**src/rtl/core/psgtn_pkg.sv**
```systemverilog
// ----------------------------------------------------------------------------
// psgtn_pkg
// shared widths, codes, attenuation table and controller/datapath bundles
// ----------------------------------------------------------------------------
package psgtn_pkg;

	localparam int FRAC_BITS_DEF = 16;
	localparam int STEP_W        = 16;
	localparam int HP_W          = 27;
	localparam int REG_W         = 10;
	localparam int NIB_W         = 4;
	localparam int VOL_W         = 14;
	localparam int SHIFT_W       = 17;
	localparam int V_W           = 24;
	localparam int ACC_W         = 40;
	localparam int CH_N          = 3;
	localparam int CH_W          = 2;

	localparam logic [STEP_W-1:0]  STEP_RESET   = 16'd15052;
	localparam logic [SHIFT_W-1:0] FB_WHITE     = 17'h14002;
	localparam logic [SHIFT_W-1:0] FB_PERIODIC  = 17'h08000;
	localparam logic [SHIFT_W-1:0] SHIFT_PRESET = 17'h00f35;

	typedef enum logic [1:0] {
		KIND_TONE  = 2'd0,
		KIND_NOISE = 2'd1,
		KIND_TICK  = 2'd2,
		KIND_NONE  = 2'd3
	} kind_t;

	localparam logic [2:0] REG_TONE2     = 3'd4;
	localparam logic [2:0] REG_NOISE_CTL = 3'd6;
	localparam logic [2:0] REG_NOISE_VOL = 3'd7;

	localparam logic [CH_W-1:0] CH_LAST = 2'd2;

	// 2 dB per step, last step silent
	function automatic logic [VOL_W-1:0] atten_lut(input logic [NIB_W-1:0] idx);
		logic [VOL_W-1:0] v;
		unique case (idx)
			4'd0:  v = 14'd10922;
			4'd1:  v = 14'd8675;
			4'd2:  v = 14'd6891;
			4'd3:  v = 14'd5473;
			4'd4:  v = 14'd4348;
			4'd5:  v = 14'd3453;
			4'd6:  v = 14'd2743;
			4'd7:  v = 14'd2179;
			4'd8:  v = 14'd1731;
			4'd9:  v = 14'd1374;
			4'd10: v = 14'd1092;
			4'd11: v = 14'd867;
			4'd12: v = 14'd689;
			4'd13: v = 14'd547;
			4'd14: v = 14'd434;
			4'd15: v = 14'd0;
		endcase
		return v;
	endfunction

	typedef struct packed {
		logic load_in;
		logic do_write;
		logic do_period;
		logic tone_init;
		logic div_start;
		logic tone_mul;
		logic tone_upd;
		logic tone_acc;
		logic noise_init;
		logic noise_step;
		logic noise_acc;
		logic out_load;
	} cmd_t;

	typedef struct packed {
		logic is_write;
		logic is_tick;
		logic per_needed;
		logic div_done;
		logic last_ch;
		logic noise_silent;
		logic noise_done;
	} sts_t;

endpackage

```
**src/rtl/core/psg_tone_noise_synth.sv**
```systemverilog
// ----------------------------------------------------------------------------
// psg_tone_noise_synth
// two-set square-wave and noise sound generator with a 16-bit-style mixer
// ----------------------------------------------------------------------------
//  channel   signals                         transfer when
//  in        in_valid, in_stall, kind, data  in_valid && !in_stall
//  out       out_valid, out_stall, sample    out_valid && !out_stall
//  cfg       cfg_we, cfg_wdata               cfg_we
//
//  a register byte is decoded and written, then a period step (multiply)
//  follows when it sets a period register; a sample tick runs each of the
//  three tone channels through the shared divider, multiply, update and
//  accumulate; a channel whose count outlasts the sample skips the
//  divider; the noise shifter then steps once per noise event inside the
//  sample, plus a final step when the sample ends between events, none
//  while silent
//  a finished sample sits in the output register; the next item is taken
//  while it waits, and a later tick holds until that register is free
//  reset and a cfg write both bring every channel back to its start state
// ----------------------------------------------------------------------------
module psg_tone_noise_synth #(
	parameter int FRAC_BITS = psgtn_pkg::FRAC_BITS_DEF
) (
	input  logic                         clk,
	input  logic                         arst_n,
	input  logic                         in_valid,
	output logic                         in_stall,
	input  logic [1:0]                   kind,
	input  logic [7:0]                   data,
	output logic                         out_valid,
	input  logic                         out_stall,
	output logic [14:0]                  sample,
	input  logic                         cfg_we,
	input  logic [psgtn_pkg::STEP_W-1:0] cfg_wdata
);
	import psgtn_pkg::*;

	// command and status between sequencer and datapath
	cmd_t cmd;
	sts_t sts;

	// sequencer: one item in flight, result handoff through out_valid
	psgtn_ctrl u_ctrl (
		.clk       (clk),
		.arst_n    (arst_n),
		.in_valid  (in_valid),
		.in_stall  (in_stall),
		.out_valid (out_valid),
		.out_stall (out_stall),
		.sts       (sts),
		.cmd       (cmd)
	);

	// register sets, tone math, noise shifter, mixer and output register
	psgtn_dp #(
		.FRAC_BITS (FRAC_BITS)
	) u_dp (
		.clk       (clk),
		.arst_n    (arst_n),
		.kind      (kind),
		.data      (data),
		.cfg_we    (cfg_we),
		.cfg_wdata (cfg_wdata),
		.cmd       (cmd),
		.sts       (sts),
		.sample    (sample)
	);

endmodule

```
**src/rtl/core/psgtn_div.sv**
```systemverilog
// ----------------------------------------------------------------------------
// psgtn_div
// restoring divider, one quotient bit per cycle
// ----------------------------------------------------------------------------
module psgtn_div #(
	parameter int DW = 16,
	parameter int VW = 27
) (
	input  logic          clk,
	input  logic          arst_n,
	input  logic          start,
	input  logic [DW-1:0] dividend,
	input  logic [VW-1:0] divisor,
	output logic          busy,
	output logic [DW-1:0] quot,
	output logic [VW-1:0] rem
);
	localparam int CW = $clog2(DW + 1);

	logic [VW-1:0] rem_q;
	logic [VW-1:0] dvs_q;
	logic [DW-1:0] quo_q;
	logic [CW-1:0] cnt_q;
	logic          busy_q;
	logic [VW:0]   trial;
	logic [VW:0]   diff;
	logic          ge;

	assign trial = {rem_q, quo_q[DW-1]};
	assign ge    = trial >= {1'b0, dvs_q};
	assign diff  = trial - {1'b0, dvs_q};

	always_ff @(posedge clk or negedge arst_n) begin
		if (!arst_n) begin
			busy_q <= 1'b0;
			cnt_q  <= '0;
		end else if (start) begin
			busy_q <= 1'b1;
			cnt_q  <= CW'(DW);
		end else if (busy_q) begin
			cnt_q <= cnt_q - 1'b1;
			if (cnt_q == CW'(1))
				busy_q <= 1'b0;
		end
	end

	always_ff @(posedge clk) begin
		if (start) begin
			rem_q <= '0;
			quo_q <= dividend;
			dvs_q <= divisor;
		end else if (busy_q) begin
			rem_q <= ge ? diff[VW-1:0] : trial[VW-1:0];
			quo_q <= {quo_q[DW-2:0], ge};
		end
	end

	assign busy = busy_q;
	assign quot = quo_q;
	assign rem  = rem_q;

endmodule

```
**src/rtl/core/psgtn_ctrl.sv**
```systemverilog
// ----------------------------------------------------------------------------
// psgtn_ctrl
// sequencer: byte writes, tone channel passes, noise events, result handoff
// ----------------------------------------------------------------------------
module psgtn_ctrl (
	input  logic             clk,
	input  logic             arst_n,
	input  logic             in_valid,
	output logic             in_stall,
	output logic             out_valid,
	input  logic             out_stall,
	input  psgtn_pkg::sts_t  sts,
	output psgtn_pkg::cmd_t  cmd
);
	import psgtn_pkg::*;

	typedef enum logic [12:0] {
		S_IDLE = 13'b0000000000001,
		S_DEC  = 13'b0000000000010,
		S_WR   = 13'b0000000000100,
		S_PER  = 13'b0000000001000,
		S_TSET = 13'b0000000010000,
		S_TDIV = 13'b0000000100000,
		S_TMUL = 13'b0000001000000,
		S_TUPD = 13'b0000010000000,
		S_TACC = 13'b0000100000000,
		S_NSET = 13'b0001000000000,
		S_NRUN = 13'b0010000000000,
		S_NACC = 13'b0100000000000,
		S_OUT  = 13'b1000000000000
	} state_t;

	state_t state_q, state_d;
	logic   out_valid_q;
	logic   out_free;

	assign out_free = !out_valid_q || !out_stall;

	always_comb begin
		state_d = state_q;
		cmd     = '0;
		unique case (state_q)
			S_IDLE: begin
				if (in_valid) begin
					cmd.load_in = 1'b1;
					state_d     = S_DEC;
				end
			end
			S_DEC: begin
				if (sts.is_write) begin
					state_d = S_WR;
				end else if (sts.is_tick) begin
					cmd.tone_init = 1'b1;
					state_d       = S_TSET;
				end else begin
					state_d = S_IDLE;
				end
			end
			S_WR: begin
				cmd.do_write = 1'b1;
				state_d      = sts.per_needed ? S_PER : S_IDLE;
			end
			S_PER: begin
				cmd.do_period = 1'b1;
				state_d       = S_IDLE;
			end
			S_TSET: begin
				cmd.div_start = 1'b1;
				state_d       = S_TDIV;
			end
			S_TDIV: begin
				if (sts.div_done)
					state_d = S_TMUL;
			end
			S_TMUL: begin
				cmd.tone_mul = 1'b1;
				state_d      = S_TUPD;
			end
			S_TUPD: begin
				cmd.tone_upd = 1'b1;
				state_d      = S_TACC;
			end
			S_TACC: begin
				cmd.tone_acc = 1'b1;
				state_d      = sts.last_ch ? S_NSET : S_TSET;
			end
			S_NSET: begin
				cmd.noise_init = 1'b1;
				state_d        = sts.noise_silent ? S_NACC : S_NRUN;
			end
			S_NRUN: begin
				cmd.noise_step = 1'b1;
				if (sts.noise_done)
					state_d = S_NACC;
			end
			S_NACC: begin
				cmd.noise_acc = 1'b1;
				state_d       = S_OUT;
			end
			S_OUT: begin
				if (out_free) begin
					cmd.out_load = 1'b1;
					state_d      = S_IDLE;
				end
			end
			default: state_d = S_IDLE;
		endcase
	end

	always_ff @(posedge clk or negedge arst_n) begin
		if (!arst_n) begin
			state_q     <= S_IDLE;
			out_valid_q <= 1'b0;
		end else begin
			state_q <= state_d;
			if (cmd.out_load)
				out_valid_q <= 1'b1;
			else if (!out_stall)
				out_valid_q <= 1'b0;
		end
	end

	assign in_stall  = (state_q != S_IDLE);
	assign out_valid = out_valid_q;

endmodule

```
**src/rtl/core/psgtn_dp.sv**
```systemverilog
// ----------------------------------------------------------------------------
// psgtn_dp
// register sets, period multiply, tone high-time math, noise shifter, mixer
// ----------------------------------------------------------------------------
module psgtn_dp #(
	parameter int FRAC_BITS = psgtn_pkg::FRAC_BITS_DEF
) (
	input  logic                            clk,
	input  logic                            arst_n,
	input  logic [1:0]                      kind,
	input  logic [7:0]                      data,
	input  logic                            cfg_we,
	input  logic [psgtn_pkg::STEP_W-1:0]    cfg_wdata,
	input  psgtn_pkg::cmd_t                 cmd,
	output psgtn_pkg::sts_t                 sts,
	output logic [14:0]                     sample
);
	import psgtn_pkg::*;

	localparam int SW     = FRAC_BITS + 1;
	localparam int VS_W   = HP_W + 4;
	localparam int NACC_W = SW + VOL_W;
	localparam int PM_W   = REG_W + STEP_W;
	localparam logic [SW-1:0]    STEP_ONE = {1'b1, {FRAC_BITS{1'b0}}};
	localparam logic [HP_W-1:0]  STEP_HP  = HP_W'(STEP_ONE);
	localparam logic [ACC_W-1:0] PART_MAX =
		{{(ACC_W - 15 - FRAC_BITS){1'b0}}, 15'h7fff, {FRAC_BITS{1'b0}}};
	localparam logic [V_W-1:0]   V_MAX    = {V_W{1'b1}};

	// captured item
	logic [1:0]        kind_q;
	logic [7:0]        data_q;

	logic [STEP_W-1:0] step_q;

	// tone set
	logic [REG_W-1:0]  t_reg_q [CH_N];
	logic [HP_W-1:0]   t_hp_q  [CH_N];
	logic [HP_W-1:0]   t_cnt_q [CH_N];
	logic              t_lvl_q [CH_N];
	logic [NIB_W-1:0]  t_vol_q [CH_N];
	logic [2:0]        t_latch_q;

	// noise set
	logic [2:0]        n_latch_q;
	logic [REG_W-1:0]  n_reg4_q;
	logic [NIB_W-1:0]  n_ctl_q;
	logic [HP_W-1:0]   n_hp2_q;
	logic [HP_W-1:0]   n_hp3_q;
	logic [HP_W-1:0]   n_cnt_q;
	logic              n_lvl_q;
	logic [SHIFT_W-1:0] n_shift_q;
	logic              n_armed_q;
	logic [NIB_W-1:0]  n_vol_q;

	// sequencing scratch
	logic [2:0]        per_r_q;
	logic [CH_W-1:0]   ch_q;
	logic              skip_q;
	logic [HP_W:0]     prod_q;
	logic [V_W-1:0]    vclamp_q;
	logic [ACC_W-1:0]  tacc_q;
	logic [SW-1:0]     left_q;
	logic [SW-1:0]     nv_q;
	logic [NACC_W-1:0] nacc_q;
	logic [14:0]       sample_q;

	// byte decode
	logic              wr_noise;
	logic              latch_byte;
	logic [2:0]        r_new;
	logic [NIB_W-1:0]  nib;
	logic [2:0]        r_eff;
	logic              per_needed;
	logic [STEP_W-1:0] step_n;
	logic [HP_W-1:0]   mode_hp3;

	assign wr_noise   = (kind_q == KIND_NOISE);
	assign latch_byte = data_q[7];
	assign r_new      = data_q[6:4];
	assign nib        = data_q[3:0];
	assign r_eff      = latch_byte ? r_new : (wr_noise ? n_latch_q : t_latch_q);
	assign per_needed = !r_eff[0] && (r_eff != REG_NOISE_CTL);
	assign step_n     = (cfg_wdata == '0) ? STEP_W'(1) : cfg_wdata;
	assign mode_hp3   = (nib[1:0] == 2'b11) ? {n_hp2_q[HP_W-2:0], 1'b0}
	                                        : HP_W'(step_q) << (3'd5 + {1'b0, nib[1:0]});

	// period from register value
	logic [REG_W-1:0]  per_reg;
	logic [PM_W-1:0]   per_prod;
	logic [HP_W-1:0]   per_p;

	assign per_reg  = wr_noise ? n_reg4_q : t_reg_q[per_r_q[2:1]];
	assign per_prod = step_q * per_reg;
	assign per_p    = (per_prod == '0) ? HP_W'(step_q) : HP_W'(per_prod);

	// tone channel
	logic [HP_W-1:0]      cur_hp;
	logic [HP_W-1:0]      cur_cnt;
	logic                 cur_lvl;
	logic                 skip_now;
	logic [FRAC_BITS-1:0] d_now;
	logic                 div_busy;
	logic [FRAC_BITS-1:0] quot;
	logic [HP_W-1:0]      rem;
	logic [HP_W+FRAC_BITS-2:0] half_prod;
	logic                 q_odd;
	logic                 new_lvl;
	logic [HP_W-1:0]      cnt_new;
	logic [HP_W-1:0]      base;
	logic [HP_W-1:0]      extra;
	logic [HP_W-1:0]      sub;
	logic [VS_W-1:0]      vsum;
	logic [V_W-1:0]       vclamp;

	assign cur_hp   = t_hp_q[ch_q];
	assign cur_cnt  = t_cnt_q[ch_q];
	assign cur_lvl  = t_lvl_q[ch_q];
	assign skip_now = cur_cnt > STEP_HP;
	assign d_now    = FRAC_BITS'(STEP_HP - cur_cnt);

	psgtn_div #(
		.DW (FRAC_BITS),
		.VW (HP_W)
	) u_div (
		.clk      (clk),
		.arst_n   (arst_n),
		.start    (cmd.div_start && !skip_now),
		.dividend (d_now),
		.divisor  (cur_hp),
		.busy     (div_busy),
		.quot     (quot),
		.rem      (rem)
	);

	assign half_prod = cur_hp * quot[FRAC_BITS-1:1];

	// whole periods that fit the sample, then the final partial half period; a skipped channel holds its level all sample
	always_comb begin
		q_odd = quot[0];
		base  = cur_lvl ? cur_cnt : '0;
		if (skip_q) begin
			new_lvl = cur_lvl;
			cnt_new = cur_cnt - STEP_HP;
			extra   = '0;
			sub     = '0;
			vsum    = cur_lvl ? VS_W'(STEP_ONE) : '0;
		end else begin
			new_lvl = q_odd ? cur_lvl : !cur_lvl;
			cnt_new = cur_hp - rem;
			extra   = (q_odd || new_lvl) ? cur_hp : '0;
			sub     = new_lvl ? cnt_new : '0;
			vsum    = VS_W'(base) + VS_W'(prod_q) + VS_W'(extra) - VS_W'(sub);
		end
		if (vsum[VS_W-1])
			vclamp = '0;
		else if (vsum > VS_W'(V_MAX))
			vclamp = V_MAX;
		else
			vclamp = vsum[V_W-1:0];
	end

	// noise channel
	logic [VOL_W-1:0]   n_vol_val;
	logic [SHIFT_W-1:0] fb;
	logic [SHIFT_W-1:0] shift_x;
	logic [SHIFT_W-1:0] shift_n;
	logic               n_event;

	assign n_vol_val = atten_lut(n_vol_q);
	assign fb        = !n_armed_q ? '0 : (n_ctl_q[2] ? FB_WHITE : FB_PERIODIC);
	assign shift_x   = n_shift_q[0] ? (n_shift_q ^ fb) : n_shift_q;
	assign shift_n   = shift_x >> 1;
	assign n_event   = n_cnt_q <= HP_W'(left_q);

	// mixer
	logic [14:0] tsat;
	logic [14:0] nsat;
	logic [15:0] mix;

	assign tsat = (tacc_q > PART_MAX) ? 15'h7fff : tacc_q[FRAC_BITS+14:FRAC_BITS];
	// noise part alone stays below the clamp level
	assign nsat = nacc_q[FRAC_BITS+14:FRAC_BITS];
	assign mix  = {1'b0, tsat} + {1'b0, nsat};

	always_ff @(posedge clk or negedge arst_n) begin
		if (!arst_n) begin
			step_q    <= STEP_RESET;
			for (int i = 0; i < CH_N; i++) begin
				t_reg_q[i] <= '0;
				t_hp_q[i]  <= HP_W'(STEP_RESET);
				t_cnt_q[i] <= HP_W'(STEP_RESET);
				t_lvl_q[i] <= 1'b0;
				t_vol_q[i] <= '1;
			end
			t_latch_q <= '0;
			n_latch_q <= '0;
			n_reg4_q  <= '0;
			n_ctl_q   <= '0;
			n_hp2_q   <= HP_W'(STEP_RESET);
			n_hp3_q   <= HP_W'(STEP_RESET);
			n_cnt_q   <= HP_W'(STEP_RESET);
			n_lvl_q   <= 1'b0;
			n_shift_q <= '0;
			n_armed_q <= 1'b0;
			n_vol_q   <= '1;
			ch_q      <= '0;
		end else if (cfg_we) begin
			step_q    <= step_n;
			for (int i = 0; i < CH_N; i++) begin
				t_reg_q[i] <= '0;
				t_hp_q[i]  <= HP_W'(step_n);
				t_cnt_q[i] <= HP_W'(step_n);
				t_lvl_q[i] <= 1'b0;
				t_vol_q[i] <= '1;
			end
			t_latch_q <= '0;
			n_latch_q <= '0;
			n_reg4_q  <= '0;
			n_ctl_q   <= '0;
			n_hp2_q   <= HP_W'(step_n);
			n_hp3_q   <= HP_W'(step_n);
			n_cnt_q   <= HP_W'(step_n);
			n_lvl_q   <= 1'b0;
			n_shift_q <= '0;
			n_armed_q <= 1'b0;
			n_vol_q   <= '1;
			ch_q      <= '0;
		end else begin
			if (cmd.do_write) begin
				if (wr_noise) begin
					if (latch_byte) begin
						n_latch_q <= r_new;
						if (r_new == REG_TONE2) begin
							n_reg4_q[3:0] <= nib;
						end else if (r_new == REG_NOISE_CTL) begin
							n_ctl_q   <= nib;
							n_armed_q <= 1'b1;
							n_hp3_q   <= mode_hp3;
							n_shift_q <= SHIFT_PRESET;
							n_lvl_q   <= SHIFT_PRESET[0];
						end else if (r_new == REG_NOISE_VOL) begin
							n_vol_q <= nib;
						end
					end else if (n_latch_q == REG_TONE2) begin
						n_reg4_q[REG_W-1:4] <= data_q[5:0];
					end
				end else begin
					if (latch_byte) begin
						t_latch_q <= r_new;
						if (!r_new[0] && r_new != REG_NOISE_CTL)
							t_reg_q[r_new[2:1]][3:0] <= nib;
						else if (r_new[0] && r_new != REG_NOISE_VOL)
							t_vol_q[r_new[2:1]] <= nib;
					end else if (per_needed) begin
						t_reg_q[t_latch_q[2:1]][REG_W-1:4] <= data_q[5:0];
					end
				end
			end
			if (cmd.do_period) begin
				if (wr_noise) begin
					if (per_r_q == REG_TONE2) begin
						n_hp2_q <= per_p;
						if (n_ctl_q[1:0] == 2'b11)
							n_hp3_q <= {per_p[HP_W-2:0], 1'b0};
					end
				end else begin
					t_hp_q[per_r_q[2:1]] <= per_p;
				end
			end
			if (cmd.tone_init)
				ch_q <= '0;
			if (cmd.tone_upd) begin
				t_cnt_q[ch_q] <= cnt_new;
				t_lvl_q[ch_q] <= new_lvl;
			end
			if (cmd.tone_acc)
				ch_q <= ch_q + 1'b1;
			if (cmd.noise_step) begin
				if (n_event) begin
					n_shift_q <= shift_n;
					n_lvl_q   <= shift_n[0];
					n_cnt_q   <= n_hp3_q;
				end else begin
					n_cnt_q <= n_cnt_q - HP_W'(left_q);
				end
			end
		end
	end

	always_ff @(posedge clk) begin
		if (cmd.load_in) begin
			kind_q <= kind;
			data_q <= data;
		end
		if (cmd.do_write)
			per_r_q <= r_eff;
		if (cmd.tone_init)
			tacc_q <= '0;
		if (cmd.div_start)
			skip_q <= skip_now;
		if (cmd.tone_mul)
			prod_q <= (HP_W + 1)'(half_prod);
		if (cmd.tone_upd)
			vclamp_q <= vclamp;
		if (cmd.tone_acc)
			tacc_q <= tacc_q + ACC_W'(vclamp_q * atten_lut(t_vol_q[ch_q]));
		if (cmd.noise_init) begin
			left_q <= STEP_ONE;
			nv_q   <= '0;
		end
		if (cmd.noise_step) begin
			if (n_event) begin
				nv_q   <= nv_q + (n_lvl_q ? SW'(n_cnt_q) : '0);
				left_q <= left_q - SW'(n_cnt_q);
			end else begin
				nv_q   <= nv_q + (n_lvl_q ? left_q : '0);
				left_q <= '0;
			end
		end
		if (cmd.noise_acc)
			nacc_q <= nv_q * n_vol_val;
		if (cmd.out_load)
			sample_q <= mix[15:1];
	end

	assign sts.is_write     = (kind_q == KIND_TONE) || (kind_q == KIND_NOISE);
	assign sts.is_tick      = (kind_q == KIND_TICK);
	assign sts.per_needed   = per_needed;
	assign sts.div_done     = skip_q || !div_busy;
	assign sts.last_ch      = (ch_q == CH_LAST);
	assign sts.noise_silent = (n_vol_val == '0);
	assign sts.noise_done   = n_event ? (n_cnt_q == HP_W'(left_q)) : 1'b1;

	assign sample = sample_q;

endmodule

```
**config.mk**
```make
export PLATFORM = sky130hd
export DESIGN_NAME = psg_tone_noise_synth
export DESIGN_NICKNAME = d
export VERILOG_FILES = /design/src/rtl/core/psgtn_pkg.sv /design/src/rtl/core/psg_tone_noise_synth.sv /design/src/rtl/core/psgtn_div.sv /design/src/rtl/core/psgtn_ctrl.sv /design/src/rtl/core/psgtn_dp.sv
export SDC_FILE = /design/constraint.sdc
export NUM_CORES = 2
export LEC_CHECK = 0
export BUFFER_PORTS_ARGS = -buffer_cell sky130_fd_sc_hd__buf_2
export CAP_MARGIN = 40
export CORE_ASPECT_RATIO = 0.5
export CORE_MARGIN = 8
export CORE_UTILIZATION = 25
export DETAILED_ROUTE_END_ITERATION = 10
export GPL_ROUTABILITY_DRIVEN = 0
export SYNTH_ARGS = -nofsm -noshare
export SYNTH_HDL_FRONTEND = slang
export SYNTH_SLANG_ARGS = --single-unit
```
**constraint.sdc**
```tcl
create_clock -name clk -period 13.2 [get_ports clk]
set_input_delay 1.32 -clock clk [delete_from_list [all_inputs] [get_ports clk]]
set_output_delay 1.32 -clock clk [all_outputs]
set_load 0.01 [all_outputs]
```
==> results.py <==
metrics = {
    "layout": {
        "layout.nets": 9087,
        "most-common-layout-cells": "nand2_1, inv_1, fa_1",
        "fin_area_um2": 77800,
        "drive_gt1_share_pct": 6.97,
        "area_growth_pct": 10.8,
        "layout_commonest_cell": "nand2_1",
        "diodes": 0,
        "n_fill_cell": 29700,
    },
    "synth": {
        "syn_inst": 7795,
        "ys_seq_area_share_pct": 23.0,
        "ys.flop_type": "dfrtp_1",
        "synthArstFlopShare_pct": 60.3,
        "yosys_warnings": 0,
        "ys_types": 85,
        "syn_area_per_cell_um2": 9.00,
        "ys_ff_latch": 604,
        "synth-edff-count": 213,
        "syn_area_um2": 70200,
    },
    "sta": {
        "skew_ps": 50.8,
        "tightest_slew_ps": 987,
        "holdWs_ps": 481,
        "hold_viol_final": 0,
        "slew_headroom_pct": 34.0,
        "tns_ps": 0,
        "setup_violations": 0,
        "period_share_pct": 71.7,
        "clock.fmax_mhz": 106,
        "rsz0062_at_grt": "no",
        "layout_min_cycle_time_ps": 9460,
        "drv_slew": 0,
        "setup_ws_ps": 3740,
    },
    "detailed_routing": {
        "num_vias": 54800,
        "drtPass1Iterations": 6,
        "detail_route.vias_per_cell": 4.77,
        "drt_iter0_markers": 4174,
        "routed_wl_mm": 200,
        "drc": 0,
        "routedWlPerCell_um": 17.4,
        "detail-route-antenna-nets": 0,
    },
    "setup_path": {
        "critPathSlowestCell": "o41ai_1",
        "setup.worst_path.class": "reg2reg",
        "end_kind": "flip-flop",
        "cp_slowest_stage_delay_ps": 660,
        "critical_path_arrival_ps": 9880,
        "worst-path-max-fanout": 64,
        "critPathBufInv": 8,
        "cp_top_family": "adder cells",
        "cp_data_required_time_ps": 13620,
        "critPathLaunchType": "flip-flop",
    },
    "global_routing": {
        "grt_pass1_vias": 56000,
        "antenna_found_initial": 9,
        "grt_use_total_pct": 13.2,
        "grt_max_degree": 141,
        "grt-ovfl-total": 0,
        "grt_pass1_wl_mm": 320,
    },
    "floorplanning": {
        "core_area_um2": 279000,
        "ios": 48,
        "die_height_um": 391,
        "die_area_um2": 299000,
        "rows": 137,
        "floorplan.initialDensity_pct": 25.2,
        "die_x_um": 765,
    },
    "clock_tree": {
        "cts_tree": "built",
        "cts_buffers": 76,
        "cts_resized": 0,
        "htree_levels": 3,
        "clock-sinks": 604,
        "hold_buffers": 0,
        "cts_setup_buffers": 0,
        "clk_pin_slew_worst_paths_ps": 60,
        "cts_root_buf": "clkbuf_16",
        "clk_latency_ps": 700,
        "cts_buffer_depth": 3,
    },
    "placed_design": {
        "pre_cts_slack_ps": 3870,
        "io_buffers": 47,
        "placed_area_um2": 75200,
        "hpwl_mm": 152,
    },
    "flow_run": {
        "max-cap-violations": 0,
    },
    "status": {
        "status": "completed",
    },
    "hold_path": {
        "hp-class": "reg2reg",
    },
}
[tightest hold or removal path, delay by kind of cell (launching register included)]
| kind | cells | cell delay (ps) |
|---|---|---|
| AOI/OAI and AO/OA | 1 | 60 |
| DFF | 1 | 340 |
| and+or+nand+nor | 1 | 50 |
[per-layer routing]
layer / share of wire [%] / global-route usage [%] / vias to the layer above
li1: - / - / 25400
met5: 0 / 0 / -
met1: 45 / 18.1 / 27700
met3: 5.4 / 1.70 / 320
met4: 3.3 / 4.23 / 0
met2: 46 / 21.6 / 1481
[path summary, 6_finish.rpt]
kind,depth (start not counted),slack (ps),start,endpoint
max in group asynchronous,4,10530,arst_n,u_dp.t_hp_q[65]
hold / removal,2,480,u_dp.t_cnt_q[73],u_dp.t_cnt_q[73]
setup reg to reg,33,3740,u_dp.ch_q[1],u_dp.tacc_q[39]
min in group asynchronous,1,700,arst_n,u_dp.n_reg4_q[5]
hold reg to reg,2,480,u_dp.t_cnt_q[73],u_dp.t_cnt_q[73]
setup / recovery,33,3740,u_dp.ch_q[1],u_dp.tacc_q[39]
[through the flow]
stage	utilization (%)	instances
after global placement	26.8	11300
after CTS	27.9	11500
after floorplan	-	7796
after global routing	27.9	11500
after detailed placement	26.9	11400
final	27.9	11500
[registers in the layout, indices dropped and copies added, names as in the netlist, 8 cells and up]
register / count
u_dp.t_cnt_q: 81
u_dp.t_hp_q: 78
u_dp.tacc_q: 40
u_dp.t_reg_q: 30
u_dp.prod_q: 28
u_dp.n_cnt_q: 27
u_dp.n_hp3_q: 27
u_dp.u_div.dvs_q: 27
u_dp.u_div.rem: 27
u_dp.n_hp2_q: 26
u_dp.vclamp_q: 24
u_dp.left_q: 17
u_dp.n_shift_q: 17
u_dp.nv_q: 17
u_dp.step_q: 16
u_dp.u_div.quot: 16
u_dp.nacc_q: 15
u_dp.sample: 15
u_ctrl.state_q: 13
u_dp.t_vol_q: 12
u_dp.n_reg4_q: 10
u_dp.data_q: 8
[kinds of logic (layout without fill, tap and decap cells)]
logic type | Yosys count | after routing | synth area share, %
DFF | 604 | 604 | 23.0
adders and majority gates | 1367 | 1367 | 33.5
muxes | 159 | 159 | 2.47
AOI/OAI and AO/OA | 1460 | 1460 | 13.3
xor gates and xnor gates | 273 | 273 | 3.43
and+or+nand+nor | 2544 | 2544 | 16.8
other | 2 | 3 | 0.0107
buffers and inverters | 1386 | 1340 | 7.44
[synthesized netlist by cell type, types with 13 or more instances]
cell      count  share of area, %
a211oi_1     79              0.85
o21a_1       67              0.72
dfrtp_1     267               9.5
nand4_1      28              0.25
xor2_1      100               1.2
a22o_1       35              0.44
a32oi_1      13              0.16
edfxtp_1    213               9.1
nor2_1      445               2.4
buf_2        13             0.093
or3_1        31              0.28
clkbuf_1    334               1.8
a21oi_1     474               3.4
a21boi_0     26              0.28
nor3b_1      15              0.16
o31ai_1      41              0.44
o22ai_1      16              0.14
dfxtp_1      27              0.77
and3_1       26              0.23
nor3_1       98              0.70
fa_1        856                24
nand2b_1     69              0.62
o22a_1       17              0.21
and2_1      424               3.8
inv_1      1013               5.4
a31oi_1      29              0.26
nor2b_1      76              0.68
nand2_1    1166               6.2
buf_1        25              0.13
o221ai_1     22              0.27
nand3_1      70              0.50
nor4_1       20              0.18
nand3b_1     15              0.16
o21bai_1     37              0.40
o21ai_0     282               2.0
a21o_1      107               1.1
mux2i_1     117               1.7
o21ai_1      28              0.20
o211ai_1     40              0.43
or2_2        16              0.14
dfstp_2      97               3.6
xnor2_1     172               2.1
mux2_2       34              0.55
ha_1        511               9.1
[final cells by class]
type                    count  area (um2)  share of cell area [%]
multi-input cells        5806       49000                    63.0
flip-flops and latches    604       16200                    20.8
well taps                3753        4700                    6.04
inverters                1014        3810                    4.89
clock buffers             107        2220                    2.85
repair buffers            187        1490                    1.91
clock inverters            32         380                   0.489
Power is left out: the tool's default activity adds up to more than one toggle a clock period on the data nets, which glitch-free logic cannot reach.
